==> config.mk <==
export PLATFORM = sky130hd
export DESIGN_NAME = fp32_add_mul_int_convert
export DESIGN_NICKNAME = d
export VERILOG_FILES = /design/src/fpaic_pkg.sv /design/src/fpaic_front.sv /design/src/fpaic_mid.sv /design/src/fpaic_back.sv /design/src/fp32_add_mul_int_convert.sv
export SDC_FILE = /design/constraint.sdc
export NUM_CORES = 2
export LEC_CHECK = 0
export BUFFER_PORTS_ARGS = -buffer_cell sky130_fd_sc_hd__buf_2
export CAP_MARGIN = 0
export CELL_PAD_IN_SITES_DETAIL_PLACEMENT = 1
export CELL_PAD_IN_SITES_GLOBAL_PLACEMENT = 2
export CORE_ASPECT_RATIO = 0.75
export CORE_UTILIZATION = 44
export DETAILED_ROUTE_END_ITERATION = 10
export MAX_ROUTING_LAYER = met4
export PLACE_DENSITY = 0.92
export SLEW_MARGIN = 10
export SYNTH_ARGS = -nofsm -noshare
export SYNTH_HDL_FRONTEND = slang
export SYNTH_SLANG_ARGS = --single-unit
==> constraint.sdc <==
create_clock -name clock -period 15.4 [get_ports clock]
set_clock_uncertainty 0.05 [all_clocks]
set_input_delay 0.77 -clock clock [delete_from_list [all_inputs] [get_ports clock]]
set_output_delay 0.77 -clock clock [all_outputs]
set_load 0.01 [all_outputs]
==> src/fpaic_pkg.sv <==
// ----------------------------------------------------------------------------
// fpaic_pkg
// Shared constants and types for the fp32 add/multiply/convert pipeline.
// ----------------------------------------------------------------------------
package fpaic_pkg;

   localparam int unsigned FracBits = 23;
   localparam int unsigned ExpBits  = 8;
   localparam logic [ExpBits-1:0] Bias = 8'd127;

   typedef enum logic [1:0] {
      MODE_ADD = 2'd0,
      MODE_MUL = 2'd1,
      MODE_CVT = 2'd2,
      MODE_NONE = 2'd3
   } mode_type;

   // stage 1 -> stage 2: add/convert magnitude or full product
   typedef struct packed {
      mode_type    mode;
      logic        sign;
      logic [7:0]  exp;
      logic [31:0] mag;
      logic [47:0] prod;
   } s1_type;

   // stage 2 -> stage 3: value to normalise
   typedef struct packed {
      mode_type    mode;
      logic        sign;
      logic [7:0]  exp;
      logic [31:0] mag;
      logic        zero;
   } s2_type;

   // leading-one position of a 32-bit word (zero input gives 0)
   function automatic logic [4:0] lead_one(input logic [31:0] v);
      logic [4:0] p;
      p = '0;
      for (int i = 0; i < 32; i++) begin
         if (v[i]) p = 5'(i);
      end
      return p;
   endfunction

endpackage

==> src/fpaic_front.sv <==
// ----------------------------------------------------------------------------
// fpaic_front
// Stage 1: unpack, align and add, form product, magnitude for convert.
// ----------------------------------------------------------------------------
module fpaic_front (
   input  logic                clock,
   input  logic                reset,
   input  logic                advance,
   input  logic                in_valid,
   input  fpaic_pkg::mode_type in_mode,
   input  logic [31:0]         in_a,
   input  logic [31:0]         in_b,
   output logic                out_valid,
   output fpaic_pkg::s1_type   out_data
);
   logic [7:0]  ea, eb, d;
   logic [23:0] ma, mb, sa_m, sb_m;
   logic        a_big;
   fpaic_pkg::s1_type s1_in, s1_ff;
   logic        valid_ff;

   always_comb begin
      ea = in_a[30:23];
      eb = in_b[30:23];
      ma = {1'b1, in_a[22:0]};
      mb = {1'b1, in_b[22:0]};
      a_big = ea > eb;
      d = a_big ? (ea - eb) : (eb - ea);
      sa_m = ma;
      sb_m = mb;
      if (a_big) sb_m = (d >= 8'd24) ? '0 : (mb >> d);
      else       sa_m = (d >= 8'd24) ? '0 : (ma >> d);
      s1_in = '0;
      s1_in.mode = in_mode;
      unique case (in_mode)
         fpaic_pkg::MODE_ADD: begin
            s1_in.exp = a_big ? ea : eb;
            if (in_a[31] == in_b[31]) s1_in.mag = 32'(sa_m) + 32'(sb_m);
            else if (sa_m > sb_m)     s1_in.mag = 32'(sa_m - sb_m);
            else                      s1_in.mag = 32'(sb_m - sa_m);
            s1_in.sign = (sa_m > sb_m) ? in_a[31] : in_b[31];
         end
         fpaic_pkg::MODE_MUL: begin
            s1_in.sign = in_a[31] ^ in_b[31];
            s1_in.exp  = ea + eb - fpaic_pkg::Bias;
            s1_in.prod = 48'(ma) * 48'(mb);
         end
         fpaic_pkg::MODE_CVT: begin
            s1_in.sign = in_a[31];
            s1_in.mag  = in_a[31] ? (32'd0 - in_a) : in_a;
         end
         default: s1_in.mode = fpaic_pkg::MODE_NONE;
      endcase
   end

   always_ff @(posedge clock) begin
      if (reset) begin
         valid_ff <= 1'b0;
      end else if (advance) begin
         valid_ff <= in_valid;
      end
      if (advance) s1_ff <= s1_in;
   end

   assign out_valid = valid_ff;
   assign out_data  = s1_ff;
endmodule

==> src/fpaic_mid.sv <==
// ----------------------------------------------------------------------------
// fpaic_mid
// Stage 2: normalise product, flag zero magnitudes.
// ----------------------------------------------------------------------------
module fpaic_mid (
   input  logic              clock,
   input  logic              reset,
   input  logic              advance,
   input  logic              in_valid,
   input  fpaic_pkg::s1_type in_data,
   output logic              out_valid,
   output fpaic_pkg::s2_type out_data
);
   fpaic_pkg::s2_type s2_in, s2_ff;
   logic valid_ff;

   always_comb begin
      s2_in.mode = in_data.mode;
      s2_in.sign = in_data.sign;
      s2_in.exp  = in_data.exp;
      s2_in.mag  = in_data.mag;
      s2_in.zero = (in_data.mag == '0);
      if (in_data.mode == fpaic_pkg::MODE_MUL) begin
         s2_in.zero = 1'b0;
         if (in_data.prod[47]) begin
            s2_in.mag = {9'd1, in_data.prod[46:24]};
            s2_in.exp = in_data.exp + 8'd1;
         end else begin
            s2_in.mag = {9'd1, in_data.prod[45:23]};
         end
      end
   end

   always_ff @(posedge clock) begin
      if (reset) begin
         valid_ff <= 1'b0;
      end else if (advance) begin
         valid_ff <= in_valid;
      end
      if (advance) s2_ff <= s2_in;
   end

   assign out_valid = valid_ff;
   assign out_data  = s2_ff;
endmodule

==> src/fpaic_back.sv <==
// ----------------------------------------------------------------------------
// fpaic_back
// Stage 3: leading-one search, shift and pack.
// ----------------------------------------------------------------------------
module fpaic_back (
   input  logic              clock,
   input  logic              reset,
   input  logic              advance,
   input  logic              in_valid,
   input  fpaic_pkg::s2_type in_data,
   output logic              out_valid,
   output logic [31:0]       out_bits
);
   logic [4:0]  p;
   logic [31:0] frac_sh;
   logic [7:0]  e;
   logic [31:0] res_in, res_ff;
   logic        valid_ff;

   always_comb begin
      p = fpaic_pkg::lead_one(in_data.mag);
      if (p > 5'd23) frac_sh = in_data.mag >> (p - 5'd23);
      else           frac_sh = in_data.mag << (5'd23 - p);
      e = '0;
      unique case (in_data.mode)
         fpaic_pkg::MODE_ADD: e = in_data.exp + 8'(p) - 8'd23;
         fpaic_pkg::MODE_MUL: e = in_data.exp;
         fpaic_pkg::MODE_CVT: e = 8'(p) + fpaic_pkg::Bias;
         default:             e = '0;
      endcase
      res_in = {in_data.sign, e, frac_sh[22:0]};
      if (in_data.zero || in_data.mode == fpaic_pkg::MODE_NONE) res_in = '0;
   end

   always_ff @(posedge clock) begin
      if (reset) begin
         valid_ff <= 1'b0;
      end else if (advance) begin
         valid_ff <= in_valid;
      end
      if (advance) res_ff <= res_in;
   end

   assign out_valid = valid_ff;
   assign out_bits  = res_ff;
endmodule

==> src/fp32_add_mul_int_convert.sv <==
// ----------------------------------------------------------------------------
// fp32_add_mul_int_convert
// Simplified single-precision add, multiply and integer-to-float pipeline.
// ----------------------------------------------------------------------------
// channel | dir | tdata (low bit up)              | tuser
// req     | in  | operand_a[31:0], operand_b[63:32] | mode[1:0]
// rsp     | out | result_bits[31:0]               | -
//
// One word per cycle unless the output stalls. Stages: align/multiply,
// normalise product, leading-one shift and pack. The whole pipe
// advances when the output register is empty or being taken, so a stall
// holds every stage. Reset clears the stage valid bits only.
module fp32_add_mul_int_convert (
   input  logic        clock,
   input  logic        reset,
   input  logic        req_tvalid,
   output logic        req_tready,
   input  logic [63:0] req_tdata,  // operand_a, operand_b
   input  logic [1:0]  req_tuser,  // mode
   output logic        rsp_tvalid,
   input  logic        rsp_tready,
   output logic [31:0] rsp_tdata   // result_bits
);
   logic advance, v1, v2;
   fpaic_pkg::s1_type d1;
   fpaic_pkg::s2_type d2;

   assign advance    = rsp_tready || !rsp_tvalid;
   assign req_tready = advance;

   fpaic_front u_front (
      .clock, .reset, .advance,
      .in_valid (req_tvalid),
      .in_mode  (fpaic_pkg::mode_type'(req_tuser)),
      .in_a     (req_tdata[31:0]),
      .in_b     (req_tdata[63:32]),
      .out_valid(v1),
      .out_data (d1)
   );

   fpaic_mid u_mid (
      .clock, .reset, .advance,
      .in_valid (v1), .in_data (d1),
      .out_valid(v2), .out_data(d2)
   );

   fpaic_back u_back (
      .clock, .reset, .advance,
      .in_valid (v2), .in_data (d2),
      .out_valid(rsp_tvalid), .out_bits(rsp_tdata)
   );

   a_hold: assert property (@(posedge clock) disable iff (reset)
      rsp_tvalid && !rsp_tready |=> rsp_tvalid && $stable(rsp_tdata))
      else $error("result dropped during stall");
   a_pass: assert property (@(posedge clock) disable iff (reset)
      req_tvalid && req_tready |=> v1)
      else $error("accepted word lost at stage one");
   a_stall: assert property (@(posedge clock) disable iff (reset)
      !advance |=> $stable(v1) && $stable(v2))
      else $error("pipe moved during stall");
endmodule

==> summary.txt <==
CTS
  – CTS H-tree lvls: 4
  – CTS buffer count: 17
  – Worst skew pair latency: 0.45 ns
  – Sink Count: 147
  – CTS Hold Bufs: 0
  – CTS root buffer: clkbuf_16
  – Post-CTS Setup Inserts: 0
  – Clk pin slew, worst setup/hold paths: 0.07 ns
  – Post-cts gate resize count: 0
  – TritonCTS clock tree: yes
  – Clk buf depth: 2

STA
  – Worst slew pin tran: 1.28 ns
  – Setup TNS: 0 ns
  – Tmin final: 9.91 ns
  – Endpoints failing hold: 0
  – Unrepaired setup endpoints after global routing: no
  – Slew headroom: 14.4%
  – Period utilisation layout: 64.4%
  – # setup viols final: 0
  – Max Clock Freq: 101 MHz
  – Slew Viols, Final: 0

Status
  – Outcome: finished, final reports clean

Die
  – # rows: 89
  – Starting density of the core: 44.5%
  – # IOs: 104
  – Die Span X: 328 um
  – Die Ht: 246 um
  – Die ar.: 0.0808 mm2
  – Core footprint: 0.0787 mm2

Hold path
  – Worst min path class: reg -> reg
  – HP Start: u_mid.out_valid
  – Hold path cells: 2
  – Hold EP: u_back.out_valid

Global route
  – Number of global-route vias before repair: 31682
  – Total track usage: 33.5%
  – Initial antenna violation count: 10
  – First-pass GRT wire length: 200000 um
  – Congestion Overflow GR: 0
  – Largest net degree at the start of global routing: 83

Synthesis
  – Synth Area in Adders: 38.0%
  – Register area share after synthesis: 12.5%
  – Syn_area_per_cell: 8.57 um2
  – #FFs+latches synth: 147
  – Post-Synth XOR/XNOR Area: 2.58%
  – Largest family of logic cells by synthesized area: adder cells
  – Yosys warning count: 0
  – Post-Synthesis Cells: 4094
  – Prevailing post-synth register cell: edfxtp_1
  – Mux contribution to synthesized area: 7.62%
  – Syn Nets: 4936
  – Compound-Gate Fraction of Synth Area: 12.9%
  – Unique masters post-synth: 83
  – Synth Area in Simple Gates: 16.4%
  – Number of synthesized flops with an enable pin: 144
  – Post-Syn Area: 0.0351 mm2
  – Post-synth ARST share: 0%

Detailed routing
  – Routed WL per cell: 25.8 um
  – Total length of routed wires: 130000 um
  – Antenna-violating nets left: 0
  – Iter 0 DRT Violations: 3422
  – Vias/cell: 6.02
  – Via Count: 30471
  – Post-route DRC: 0
  – Drt pass-1 iters: 5

Placed design
  – Input/output buffers: 103
  – Dpl hpwl: 96900 um
  – GPL Wtd Cong: 0.983

Cells and area
  – Final #Nets: 4837
  – Area growth from synthesis to layout: 5.32%
  – Layout cells sized above 1: 7.24%

Worst setup path
  – CP max stage cell: ha_1
  – Delay of the slowest critical-path stage: 0.65 ns
  – R2r setup slk: 9.80 ns
  – Critical Path AT: 10.06 ns
  – CP max FO: 39
  – CP startpoint kind: input pin
  – Worst EP required: 15.55 ns
  – Reg2reg start: u_mid.out_data[3]
  – Worst Setup End Kind: register
  – Reg2reg end: u_back.out_bits[2]
  – Critical path class: in -> reg
  – Worst-case reg-to-reg path depth: 15

Job
  – Max cap viols: 0
through the flow:
stage	hold WS, ns	setup slack, ns	instances	utilization, %	cell area (um2)
after global placement	0.384	5.52	5022	46.2	36300
final	0.413	5.49	5058	46.9	36900
after floorplan	0.350	7.48	4094	-	35100
after CTS	0.416	5.69	5054	46.9	36900
after global routing	0.454	4.90	5057	46.9	36900
after detailed placement	0.406	5.24	5022	46.2	36300
worst max path at each step:
stage	from	to	slack, ns	cells after the start
after floorplan	req_tdata[13]	u_front.out_data[44]	7.48	26
after global placement	req_tdata[25]	u_front.out_data[55]	5.52	30
after detailed placement	req_tdata[25]	u_front.out_data[55]	5.24	30
after CTS	req_tdata[25]	u_front.out_data[55]	5.69	30
after global routing	req_tdata[25]	u_front.out_data[55]	4.90	30
final	req_tdata[25]	u_front.out_data[55]	5.49	30
per-layer routing:
layer / vias up / track usage, % / share of wire (%)
met5: - / - / 0
met3: 202 / 5.77 / 11
met2: 1610 / 49.0 / 43
li1: 13156 / - / -
met1: 15503 / 48.3 / 44
met4: 0 / 6.79 / 2.2
critical path, delay by kind of cell:
kind                       cells  cell delay [ns]
muxes                          2             0.74
buffers and inverters          5             1.27
adders and majority gates      2             1.10
xor gates and xnor gates       1             0.16
AOI/OAI and AO/OA              6             1.52
and+or+nand+nor               14             4.46
area by class of cell:
type,count,area (um2)
Antenna cell,4,10.0
Clock buffer,17,425
Clock inverter,15,163
Fill cell,9301,41800
Inverter,646,2420
Multi-Input combinational cell,3020,27200
Sequential cell,147,4380
Tap cell,1046,1310
Timing Repair Buffer,163,966
cell families after synthesis:
family                     count (synthesis)
AOI/OAI and AO/OA                        685
xor gates and xnor gates                 101
adders and majority gates                772
buffers and inverters                    927
DFF                                      147
muxes                                    230
and+or+nand+nor                         1232
synth_stat cells (all sizes together) (8+ instances only):
master	number	share of area [%]
xor2	33	0.82
a311oi	8	0.20
mux4	27	1.7
fa	488	28
or3	20	0.36
a211oi	24	0.51
ha	284	10
and3	17	0.30
a22oi	25	0.54
o211ai	18	0.39
mux2i	180	5.1
a31oi	22	0.39
nor2b	20	0.36
a211o	12	0.30
a22o	15	0.37
nand2b	31	0.55
or2	15	0.27
edfxtp	144	12
clkbuf	225	2.4
nor2	212	2.3
o21a	18	0.39
o41ai	10	0.30
o31ai	20	0.43
mux2	23	0.75
o21bai	21	0.45
o22ai	26	0.46
nand4	19	0.34
inv	642	6.9
nor3	39	0.56
nand2	550	5.9
nor4	20	0.36
and2	231	4.1
o21ai	124	1.8
a21oi	196	2.8
xnor2	68	1.8
a21o	55	1.2
o221ai	12	0.30
buf	56	0.67
nand3	40	0.57
state kept, by name, summed over array words and instances, names as in the netlist:
name               flops
u_front.out_valid      1
u_back.out_bits       32
u_mid.out_data        44
u_back.out_valid       1
u_front.out_data      68
u_mid.out_valid        1
cell usage in the layout (no fill, tap or decap), drive strengths merged, types with 15 or more instances in the layout:
cell type and n:
xnor2 68, mux2i 180, o31ai 20, mux2 23, a21oi 196, clkbuf 17, o21a 18, nor2b 20
a31oi 22, xor2 33, nor3 39, nand2b 31, o211ai 18, fa 488, o21bai 21, buf 163
or2 15, nand2 550, inv 648, o22ai 26, and3 17, and2 231, a211oi 24, nand4 19
or3 20, nor2 212, ha 284, a22o 15, a21o 55, edfxtp 144, mux4 27, nand3 40
a22oi 25, o21ai 124, nor4 20
Power is not shown: default switching activity piles up to over one toggle a cycle in this logic, so the estimate is an artifact.
